File: src/hdl/sdph_pkg.sv
`timescale 1ns / 1ps

package sdph_pkg;

   localparam int unsigned TICKS_W     = 16;
   localparam int unsigned CLOSE_W     = 13;
   localparam int unsigned LEVEL_W     = 8;

   // mm = floor(ticks*4/5) = (ticks*4 * 52429) >> 18, exact for ticks*4 < 2^18
   localparam int unsigned MUL_IN_W    = TICKS_W + 2;
   localparam int unsigned RECIP_W     = 16;
   localparam int unsigned PROD_W      = MUL_IN_W + RECIP_W;
   localparam int unsigned RECIP_SHIFT = 18;
   localparam logic [RECIP_W-1:0] RECIP_FIFTH = 16'd52429;

   localparam logic [CLOSE_W-1:0] FULL_CLOSE  = 13'd6375;
   localparam int unsigned        FULL_CLOSE_I = 6375;
   localparam int unsigned        LEVEL_SCALE  = 25;

   typedef struct packed {
      logic [TICKS_W-1:0] ticks_one;
      logic [TICKS_W-1:0] ticks_two;
      logic [TICKS_W-1:0] ticks_three;
   } req_type;

   typedef struct packed {
      logic [LEVEL_W-1:0] red;
      logic [LEVEL_W-1:0] green;
      logic [LEVEL_W-1:0] blue;
   } pixel_type;

   typedef struct packed {
      logic [LEVEL_W-1:0] red;
      logic [LEVEL_W-1:0] green;
      logic [LEVEL_W-1:0] blue;
      logic               last;
   } rsp_type;

   typedef struct packed {
      logic capture;
      logic multiply;
      logic push;
      logic div_load;
      logic div_step;
      logic store;
      logic rotate;
   } sdph_cmd_type;

   typedef enum logic [2:0] {
      ST_IDLE,
      ST_MULT,
      ST_PUSH,
      ST_LOAD,
      ST_DIVIDE,
      ST_STORE,
      ST_EMIT
   } sdph_state_type;

endpackage

File: src/hdl/sonar_distance_to_pixel_history.sv
`timescale 1ns / 1ps
// Channel   Dir  Payload                                  Handshake
// req_      in   ticks_one, ticks_two, ticks_three (16b)  req_valid / req_ready
// rsp_      out  red, green, blue (8b), last              rsp_valid / rsp_ready
//
// One request at a time. After acceptance the block steps through multiply,
// window push, level numerator load, reciprocal multiply for the level and
// history store, each in its own state, and then raises rsp_valid; then PIXEL_COUNT
// responses follow, one per cycle while rsp_ready is high, before the block
// returns to idle for the next request.
// Synchronous reset clears the windows, running sums and pixel history at once.
// A low rsp_ready holds the current pixel; req_ready is low until the run ends.

module sonar_distance_to_pixel_history
   import sdph_pkg::*;
#(
   parameter int unsigned AVERAGE_DEPTH = 16,
   parameter int unsigned PIXEL_COUNT   = 30
) (
   input  logic    clock,
   input  logic    reset,
   input  logic    req_valid,
   output logic    req_ready,
   input  req_type req_payload,
   output logic    rsp_valid,
   input  logic    rsp_ready,
   output rsp_type rsp_payload
);

   sdph_cmd_type cmd;
   pixel_type    pixel;
   logic         rsp_last;

   // sequencer: states and pixel count within a run
   sdph_ctrl #(
      .PIXEL_COUNT (PIXEL_COUNT)
   ) u_ctrl (
      .clock     (clock),
      .reset     (reset),
      .req_valid (req_valid),
      .req_ready (req_ready),
      .rsp_valid (rsp_valid),
      .rsp_ready (rsp_ready),
      .rsp_last  (rsp_last),
      .cmd       (cmd)
   );

   // closeness, moving-average windows, level reciprocal, history shift line
   sdph_dp #(
      .AVERAGE_DEPTH (AVERAGE_DEPTH),
      .PIXEL_COUNT   (PIXEL_COUNT)
   ) u_dp (
      .clock       (clock),
      .reset       (reset),
      .cmd         (cmd),
      .req_payload (req_payload),
      .pixel       (pixel)
   );

   // newest pixel sits at the head of the history; it rotates on each response
   assign rsp_payload = '{red: pixel.red, green: pixel.green, blue: pixel.blue,
                          last: rsp_last};

   // a new request is never taken while a run is being sent
   a_no_overlap: assert property (@(posedge clock) disable iff (reset)
      rsp_valid |-> !req_ready)
      else $error("request accepted during response run");

   // the run ends right after the final pixel is taken
   a_run_end: assert property (@(posedge clock) disable iff (reset)
      (rsp_valid && rsp_ready && rsp_payload.last) |=> !rsp_valid)
      else $error("response run continues past last");

   // responses stop only after the last one is taken
   a_no_early_stop: assert property (@(posedge clock) disable iff (reset)
      ($fell(rsp_valid) && !$past(reset)) |-> $past(rsp_ready && rsp_payload.last))
      else $error("response run cut short");

   // nothing is sent in the cycle after a request is taken
   a_latency: assert property (@(posedge clock) disable iff (reset)
      (req_valid && req_ready) |=> !rsp_valid)
      else $error("response too early");

endmodule

File: src/hdl/sdph_dp.sv
`timescale 1ns / 1ps

module sdph_dp
   import sdph_pkg::*;
#(
   parameter int unsigned AVERAGE_DEPTH = 16,
   parameter int unsigned PIXEL_COUNT   = 30
) (
   input  logic         clock,
   input  logic         reset,
   input  sdph_cmd_type cmd,
   input  req_type      req_payload,
   output pixel_type    pixel
);

   localparam int unsigned CH        = 3;
   localparam int unsigned SUM_MAX   = FULL_CLOSE_I * AVERAGE_DEPTH;
   localparam int unsigned SUM_W     = $clog2(SUM_MAX + 1);
   localparam int unsigned LEVEL_DIV = LEVEL_SCALE * AVERAGE_DEPTH;
   // largest numerator 2*sum + LEVEL_DIV
   localparam int unsigned NUM_MAX   = 2 * SUM_MAX + LEVEL_DIV;
   localparam int unsigned NUM_W     = $clog2(NUM_MAX + 1);
   // level = floor(num / LVL_DEN) = (num * REC_K) >> REC_S, exact for num < 2^NUM_W
   localparam int unsigned    LVL_DEN = 2 * LEVEL_DIV;
   localparam int unsigned    REC_S   = NUM_W + $clog2(LVL_DEN);
   localparam longint unsigned REC_K  =
      ((64'd1 << REC_S) + 64'(LVL_DEN) - 64'd1) / 64'(LVL_DEN);
   localparam int unsigned    REC_K_W = $clog2(REC_K + 1);
   localparam int unsigned    LPROD_W = (NUM_W + REC_K_W > REC_S + LEVEL_W)
                                        ? NUM_W + REC_K_W : REC_S + LEVEL_W;

   logic [TICKS_W-1:0] ticks_ff [CH];
   logic [TICKS_W-1:0] mm_ff    [CH];
   logic [TICKS_W-1:0] mm_in    [CH];
   logic [CLOSE_W-1:0] close_in [CH];
   logic [CLOSE_W-1:0] win_ff   [CH][AVERAGE_DEPTH];
   logic [SUM_W-1:0]   sum_ff   [CH];
   logic [SUM_W-1:0]   sum_in   [CH];
   logic [NUM_W-1:0]   num_ff   [CH];
   logic [LEVEL_W-1:0] quo_ff   [CH];
   logic [LEVEL_W-1:0] quo_in   [CH];
   logic [LPROD_W-1:0] lprod    [CH];
   pixel_type          hist_ff  [PIXEL_COUNT];
   logic [PROD_W-1:0]  prod     [CH];

   always_comb begin
      for (int c = 0; c < CH; c++) begin
         prod[c]     = PROD_W'({ticks_ff[c], 2'b00}) * PROD_W'(RECIP_FIFTH);
         mm_in[c]    = prod[c][PROD_W-1:RECIP_SHIFT];
         close_in[c] = (mm_ff[c] >= TICKS_W'(FULL_CLOSE)) ? '0
                       : FULL_CLOSE - mm_ff[c][CLOSE_W-1:0];
         // running window sum: add newest, drop oldest
         sum_in[c]   = SUM_W'((SUM_W+1)'(sum_ff[c]) + (SUM_W+1)'(close_in[c])
                       - (SUM_W+1)'(win_ff[c][AVERAGE_DEPTH-1]));
         lprod[c]    = LPROD_W'(num_ff[c]) * LPROD_W'(REC_K);
         quo_in[c]   = lprod[c][REC_S +: LEVEL_W];
      end
   end

   // working registers
   always_ff @(posedge clock) begin
      if (cmd.capture) begin
         ticks_ff[0] <= req_payload.ticks_one;
         ticks_ff[1] <= req_payload.ticks_two;
         ticks_ff[2] <= req_payload.ticks_three;
      end
      if (cmd.multiply) begin
         mm_ff <= mm_in;
      end
      if (cmd.div_load) begin
         for (int c = 0; c < CH; c++) begin
            num_ff[c] <= NUM_W'({sum_ff[c], 1'b0}) + NUM_W'(LEVEL_DIV);
         end
      end
      if (cmd.div_step) begin
         quo_ff <= quo_in;
      end
   end

   // state cleared at reset: windows, running sums and pixel history
   always_ff @(posedge clock) begin
      if (reset) begin
         for (int c = 0; c < CH; c++) begin
            sum_ff[c] <= '0;
            for (int i = 0; i < AVERAGE_DEPTH; i++) begin
               win_ff[c][i] <= '0;
            end
         end
         for (int p = 0; p < PIXEL_COUNT; p++) begin
            hist_ff[p] <= '0;
         end
      end else begin
         if (cmd.push) begin
            for (int c = 0; c < CH; c++) begin
               sum_ff[c]    <= sum_in[c];
               win_ff[c][0] <= close_in[c];
               for (int i = 1; i < AVERAGE_DEPTH; i++) begin
                  win_ff[c][i] <= win_ff[c][i-1];
               end
            end
         end
         if (cmd.store) begin
            hist_ff[0] <= '{red: quo_ff[0], green: quo_ff[1], blue: quo_ff[2]};
            for (int p = 1; p < PIXEL_COUNT; p++) begin
               hist_ff[p] <= hist_ff[p-1];
            end
         end else if (cmd.rotate) begin
            // full rotation over a run restores the order
            hist_ff[PIXEL_COUNT-1] <= hist_ff[0];
            for (int p = 0; p < PIXEL_COUNT - 1; p++) begin
               hist_ff[p] <= hist_ff[p+1];
            end
         end
      end
   end

   assign pixel = hist_ff[0];

endmodule

File: src/hdl/sdph_ctrl.sv
`timescale 1ns / 1ps

module sdph_ctrl
   import sdph_pkg::*;
#(
   parameter int unsigned PIXEL_COUNT = 30
) (
   input  logic         clock,
   input  logic         reset,
   input  logic         req_valid,
   output logic         req_ready,
   output logic         rsp_valid,
   input  logic         rsp_ready,
   output logic         rsp_last,
   output sdph_cmd_type cmd
);

   localparam int unsigned CNT_W = (PIXEL_COUNT > 1) ? $clog2(PIXEL_COUNT) : 1;

   sdph_state_type       state_ff, state_in;
   logic [CNT_W-1:0]     pix_cnt_ff;
   logic                 pix_done;

   assign pix_done = (pix_cnt_ff == CNT_W'(PIXEL_COUNT - 1));

   always_comb begin
      state_in = state_ff;
      case (state_ff)
         ST_IDLE:   if (req_valid) state_in = ST_MULT;
         ST_MULT:   state_in = ST_PUSH;
         ST_PUSH:   state_in = ST_LOAD;
         ST_LOAD:   state_in = ST_DIVIDE;
         ST_DIVIDE: state_in = ST_STORE;
         ST_STORE:  state_in = ST_EMIT;
         ST_EMIT:   if (rsp_ready && pix_done) state_in = ST_IDLE;
         default:   state_in = ST_IDLE;
      endcase
   end

   always_comb begin
      cmd       = '0;
      req_ready = 1'b0;
      rsp_valid = 1'b0;
      case (state_ff)
         ST_IDLE: begin
            req_ready   = 1'b1;
            cmd.capture = req_valid;
         end
         ST_MULT:   cmd.multiply = 1'b1;
         ST_PUSH:   cmd.push     = 1'b1;
         ST_LOAD:   cmd.div_load = 1'b1;
         ST_DIVIDE: cmd.div_step = 1'b1;
         ST_STORE:  cmd.store    = 1'b1;
         ST_EMIT: begin
            rsp_valid  = 1'b1;
            cmd.rotate = rsp_ready;
         end
         default: begin
            cmd = '0;
         end
      endcase
   end

   assign rsp_last = pix_done;

   always_ff @(posedge clock) begin
      if (reset) begin
         state_ff   <= ST_IDLE;
         pix_cnt_ff <= '0;
      end else begin
         state_ff <= state_in;
         if (state_ff != ST_EMIT) begin
            pix_cnt_ff <= '0;
         end else if (rsp_ready) begin
            pix_cnt_ff <= pix_cnt_ff + 1'b1;
         end
      end
   end

endmodule
File: config.mk
export PLATFORM = sky130hd
export DESIGN_NAME = sonar_distance_to_pixel_history
export DESIGN_NICKNAME = d
export VERILOG_FILES = /design/src/hdl/sdph_pkg.sv /design/src/hdl/sonar_distance_to_pixel_history.sv /design/src/hdl/sdph_dp.sv /design/src/hdl/sdph_ctrl.sv
export SDC_FILE = /design/constraint.sdc
export NUM_CORES = 2
export LEC_CHECK = 0
export ABC_AREA = 1
export BUFFER_PORTS_ARGS = -buffer_cell sky130_fd_sc_hd__buf_4
export CAP_MARGIN = 20
export CORE_ASPECT_RATIO = 0.8
export CORE_MARGIN = 2
export CORE_UTILIZATION = 30
export DETAILED_ROUTE_END_ITERATION = 7
export PLACE_DENSITY = 0.53
export RECOVER_POWER = 25
export SETUP_SLACK_MARGIN = 0.2
export SLEW_MARGIN = 25
export SYNTH_ARGS = -nofsm -noshare
export SYNTH_HDL_FRONTEND = slang
export SYNTH_SLANG_ARGS = --single-unit
File: constraint.sdc
create_clock -name clock -period 20.3 [get_ports clock]
set_input_delay 0 -clock clock [delete_from_list [all_inputs] [get_ports clock]]
set_output_delay 0 -clock clock [all_outputs]
set_load 0.01 [all_outputs]
# [Word-level counts from Yosys, hierarchy flattened]
# Memory sizes are Yosys's and may differ from the RTL's.
# Index checks and enable logic that the tools add are counted.
[word_totals] reg_bits=80 latch_bits=0 mem_bits_rw=1497 rom_bits=0 in_bits=52 out_inout_bits=27 word_cells=302 mem_count=5
[op_classes] addsub=13 n_mul=6 div_mod_pow=0 order_cmp=3 eq_ne=10 shift=0 mux=142 n_bitwise=111 n_reduce_logical=4
[memory_table] name="u_dp.hist_ff" words=30 width=24 read_ports=30 rd_ports_with_merged_regs=0 write_ports=30 line_no="sdph_dp.sv:43" rtl="pixel_type hist_ff [PIXEL_COUNT];"
[memory_table] name="u_dp.win_ff" words=3 width=208 read_ports=3 rd_ports_with_merged_regs=0 write_ports=3 line_no="sdph_dp.sv:36" rtl="logic [CLOSE_W-1:0] win_ff [CH][AVERAGE_DEPTH];"
[memory_table] name="u_dp.num_ff" words=3 width=18 read_ports=3 rd_ports_with_merged_regs=0 write_ports=3 line_no="sdph_dp.sv:39" rtl="logic [NUM_W-1:0] num_ff [CH];"
[memory_table] name="u_dp.sum_ff" words=3 width=17 read_ports=3 rd_ports_with_merged_regs=0 write_ports=3 line_no="sdph_dp.sv:37" rtl="logic [SUM_W-1:0] sum_ff [CH];"
[memory_table] name="u_dp.ticks_ff" words=3 width=16 read_ports=3 rd_ports_with_merged_regs=0 write_ports=3 line_no="sdph_dp.sv:32" rtl="logic [TICKS_W-1:0] ticks_ff [CH];"
[ops] op="$mux W24" count=60
[ops] op="$mux W13" count=51
[ops] op="$or A1 B1 Y1" count=111
[ops] op="$mul A18 B19 Y36 const B" count=3
[ops] op="$mul A16 B16 Y32 const B" count=3
[ops] op="$add A18 B9 Y18 const B" count=3
[ops] op="$add A17 B13 Y17" count=3
[ops] op="$mux W17" count=3
[ops] op="$sub A17 B13 Y17" count=3
[ops] op="$ge A16 B13 Y1 const B" count=3
[ops] op="$sub A13 B13 Y13 const A" count=3
[ops] op="$mux W1" count=25
[ops] op="$pmux W3 S7" count=1
[ops] op="$eq A3 B3 Y1 const B" count=3
[ops] op="$eq A3 B2 Y1 const B" count=2
[ops] op="$mux W3" count=2
[ops] op="$add A5 B1 Y5 const B" count=1
[ops] op="$eq A5 B5 Y1 const B" count=1
[ops] op="$eq A3 B1 Y1 const B" count=1
[ops] op="$logic_not A3 Y1" count=1
[ops] op="$ne A3 B3 Y1 const B" count=1
[ops] op="$ne A2 B1 Y1 const B" count=1
[ops] op="$ne A2 B2 Y1 const B" count=1
[ops] op="$reduce_and A2 Y1" count=1
[ops] op="other kinds (2)" count=2

# [Depth between registers and ports, before layout]
[logic_depth] depth_word=7 ltp_mapped=25 mapped_depth_nobuf=25

# [By module]
# From an unflattened synthesis, not the netlist that was laid out.
[unflattened] hier_cells=10635 hier_area_um2=102012.8
[modules_own_cells] module="sdph_dp" instances=1 cells_per_inst=10572 area_each_um2=101576.2 seq_area_each_um2=46784.9
[modules_own_cells] module="sdph_ctrl" instances=1 cells_per_inst=62 area_each_um2=429.2 seq_area_each_um2=160.2
[modules_own_cells] module="sonar_distance_to_pixel_history" instances=1 cells_per_inst=1 area_each_um2=7.5 seq_area_each_um2=0.0

# [Worst setup path before layout]
# No wires, ideal clock.
[synth_path] path_kind="input port to flip-flop" from="input port reset" to="memory u_dp.sum_ff[0][0] (netlist name) (enable)" setup_ns=4.711 t_arrival_ns=11.762 path_slack_ns=3.827 path_stages=5 cell_sequence="buf_2 inv_2 clkbuf_1 buf_1 nand2_1"
[synth_rtl] element="from (decl)" line_no="sonar_distance_to_pixel_history.sv:21" rtl="input logic reset,"
[synth_rtl] element="to (decl)" line_no="sdph_dp.sv:37"

==> impl_metrics.yaml <==
logic_synthesis:
  synth_largest_area_cell: "edfxtp_1"
  syn_area_mm2: 0.1008
  synth.area.top_cells: "edfxtp_1 46%, fa_1 12%, ha_1 11%"
  syn_nets: 11870
  postSynthAreaPerCell_um2: 9.762
  ys_warn_count: 0
  synthFlopType: "edfxtp_1"
  ys_seq_elements: 1574
  synth_edf_count: 1542
  synthTopCellsByCount: "2,383 x inv_1, 1,690 x nor2_1, 1,542 x edfxtp_1"
  yosysMostFrequentCell: "inv_1"
  synthCells: 10330
  yosysSeqAreaShare_pct: 46.56
  async_flop_share_pct: 0
  synth.top_cell.area_share_pct: 45.92
  synth.distinct_cells: 42
placement:
  port_buffers: 78
  gp_congestion: 0.8721
  dp_slack_ns: 14.88
  place_inst: 14560
  dpl_cell_area_mm2: 0.1059
  hpwl_um: 151700
worst_setup_path:
  crit_path_start: "u_ctrl.state_ff[1]$_SDFFE_PP0P_"
  worstSetupEndpointType: "register"
  timing.rr.start: "u_ctrl.state_ff[1]$_SDFFE_PP0P_"
  required_ns: 20.71
  worstSetupPathType: "register to register"
  arrival_ns: 11.61
  worstSetupStartpointType: "register"
  cp_max_fo: 167
  regToRegEndpoint: "u_dp.win_ff[0][532]$_SDFFCE_PN0P_"
  slowest_stage: "clkbuf_1"
  path_cells: "inv_1, nor3_1, clkinv_1, nand2_1, clkbuf_1, buf_4"
  regToRegSetupSlack_ns: 9.10
  ff2ff_path_depth: 6
  critPathMaxStageDelay_ns: 6.26
clocking:
  cts_buffers: 177
  cts_setup_buffers: 0
  htreeDepth: 4
  cts_buffer_depth: 4
  cts.repair.resized: 0
  clock_latency_ns: 0.88
  root_buffer: "clkbuf_16"
  cts_sinks: 1574
  path_clk_slew_ns: 0.06
  cts_tree: "yes"
floorplanning:
  core-area_mm2: 0.3347
  die_area_mm2: 0.3408
  num_io_pins: 79
  die_y_um: 522.5
  initial_core_util_pct: 30.12
  die_w_um: 652.2
  num_rows: 190
route:
  num_vias: 65520
  final_antenna_net_count: 0
  via_per_inst: 4.374
  drc: 0
  wirelength_um: 217200
  drt-initial-drc-count: 4994
  wl_per_cell_um: 14.50
  dr.pass1.iters: 5
pwr:
  peakVddDrop_v: 0.0002067
  cellPowerDensity_mw_per_mm2: 142.7
  leakage_nw: 51.72
sta:
  fmax_ghz: 0.08926
  setup_viol: 0
  finalHoldViolCount: 0
  setup_ws_ns: 9.097
  grt_setup_unrepaired: "no"
  maxSlewViolCount: 1227
  min_period_ns: 11.20
  period_share_pct: 55.19
  tightest_slew_ns: 9.662
  skew_ns: 0.1081
  relSlewSlack_pct: -544.1
  setup_tns_ns: 0
cells_and_area:
  area_growth_pct: 11.46
  fin_nets: 11970
  drive_above_1_share_pct: 3.418
  stdcell_count: 14980
  design_area_mm2: 0.1124
hold_path:
  min_from: "rsp_ready"
  hold_class: "input pin to register"
  hold_path_end: "u_ctrl.pix_cnt_ff[1]$_SDFFE_PP0P_"
  hold-path-cell-count: 5
global_route:
  antenna_found_initial: 4
  overflow: 0
  grt_usage_pct: 12.72
  grt_pass1_vias: 65430
  grt_max_degree: 221
  grt_pass1_wl_um: 353900
run_status:
  violations: "capacitance limit, slew limit"
  status: "finished, violations left"
job:
  max-cap-violations: 15
final cells by class:
class / count / area, um^2
clock inverter: 91 / 937.1
antenna: 1 / 2.502
inverter: 2389 / 8979
sequential: 1574 / 46950
clock buffer: 228 / 4743
timing repair buffer: 227 / 1904
tap: 4416 / 5525
fill: 34360 / 222300
multi-input combinational: 6054 / 43350
metal layers:
layer	wire length, um	global-route usage [%]
met1	112800	19.34
met2	91110	19.05
met3	8951	1.765
met4	4406	2.788
met5	0	0
how the worst max path moves through the flow:
stage | slack, ns | to | cells after the start
floorplan | 3.83 | u_dp.sum_ff[0][0]$_SDFFCE_PN0P_ | 5
global placement | 14.89 | u_dp.win_ff[0][198]$_SDFFCE_PN0P_ | 10
detailed placement | 14.88 | u_dp.win_ff[0][196]$_SDFFCE_PN0P_ | 10
CTS | 14.84 | u_dp.win_ff[0][101]$_SDFFCE_PN0P_ | 10
global route | 7.85 | u_dp.win_ff[0][506]$_SDFFCE_PN0P_ | 6
finish | 9.10 | u_dp.win_ff[0][532]$_SDFFCE_PN0P_ | 6
placed cells by master, fill, tap and decap left out, types with 8 or more instances in the layout:
cell              n
and2_1            9
or2_2            17
o211ai_1         25
nor3_1           48
nand4_1          39
clkbuf_16       179
dlygate4sd3_1   103
buf_4            27
o21bai_1         38
o21ai_0         244
xnor2_1          20
edfxtp_1       1542
nand2_1        1250
clkbuf_8          8
bufinv_16        13
nor4_1           14
nand3_1         263
clkinv_1         33
a22o_1           24
o22ai_1         168
nor2_1         1690
clkbuf_4         48
dfxtp_1          32
inv_1          2383
fa_1            603
clkbuf_1         80
a21oi_1         598
clkinv_2         23
ha_1            887
xor2_1           64
a21o_1           15
critical path: cells and delay by family (launching register included):
family        cells  cell delay [ns]
buf+inv           4             7.95
simple gates      2             1.92
flops             1             0.42
cells by family after synthesis:
group,synth area share (%)
buf+inv,10.47
flops,46.56
xor+xnor,0.7297
compound gates,6.116
fa+ha+maj,22.98
simple gates,13.15
per-stage QoR:
stage                     hold WS (ns)  power (mW)  util (%)
after floorplan                0.09887       10.63         -
after global placement          0.1781       12.83     31.63
after detailed placement        0.1793       12.82     31.63
after CTS                     0.001278       16.15     33.64
after global routing           0.05478       17.70     33.58
final                          0.07069       16.04     33.58
registers in the layout (all words and copies together), names as in the netlist:
signal	count
u_dp.mm_ff	48
u_ctrl.pix_cnt_ff	5
u_dp.win_ff	624
u_dp.hist_ff	720
u_dp.ticks_ff	48
u_ctrl.state_ff	3
u_dp.sum_ff	51
u_dp.quo_ff	24
u_dp.num_ff	51
what timing repair did:
item	in CTS	in global routing
endpoints found under the setup margin	0	0
hold buffers	103	0
hold endpoints to repair	111	0
power breakdown:
group | internal [mW] | switching, mW
combinational | 2.99 | 5.60
clock | 1.83 | 1.38
sequential | 4.10 | 0.152
Power figures use the tool's default switching activity.
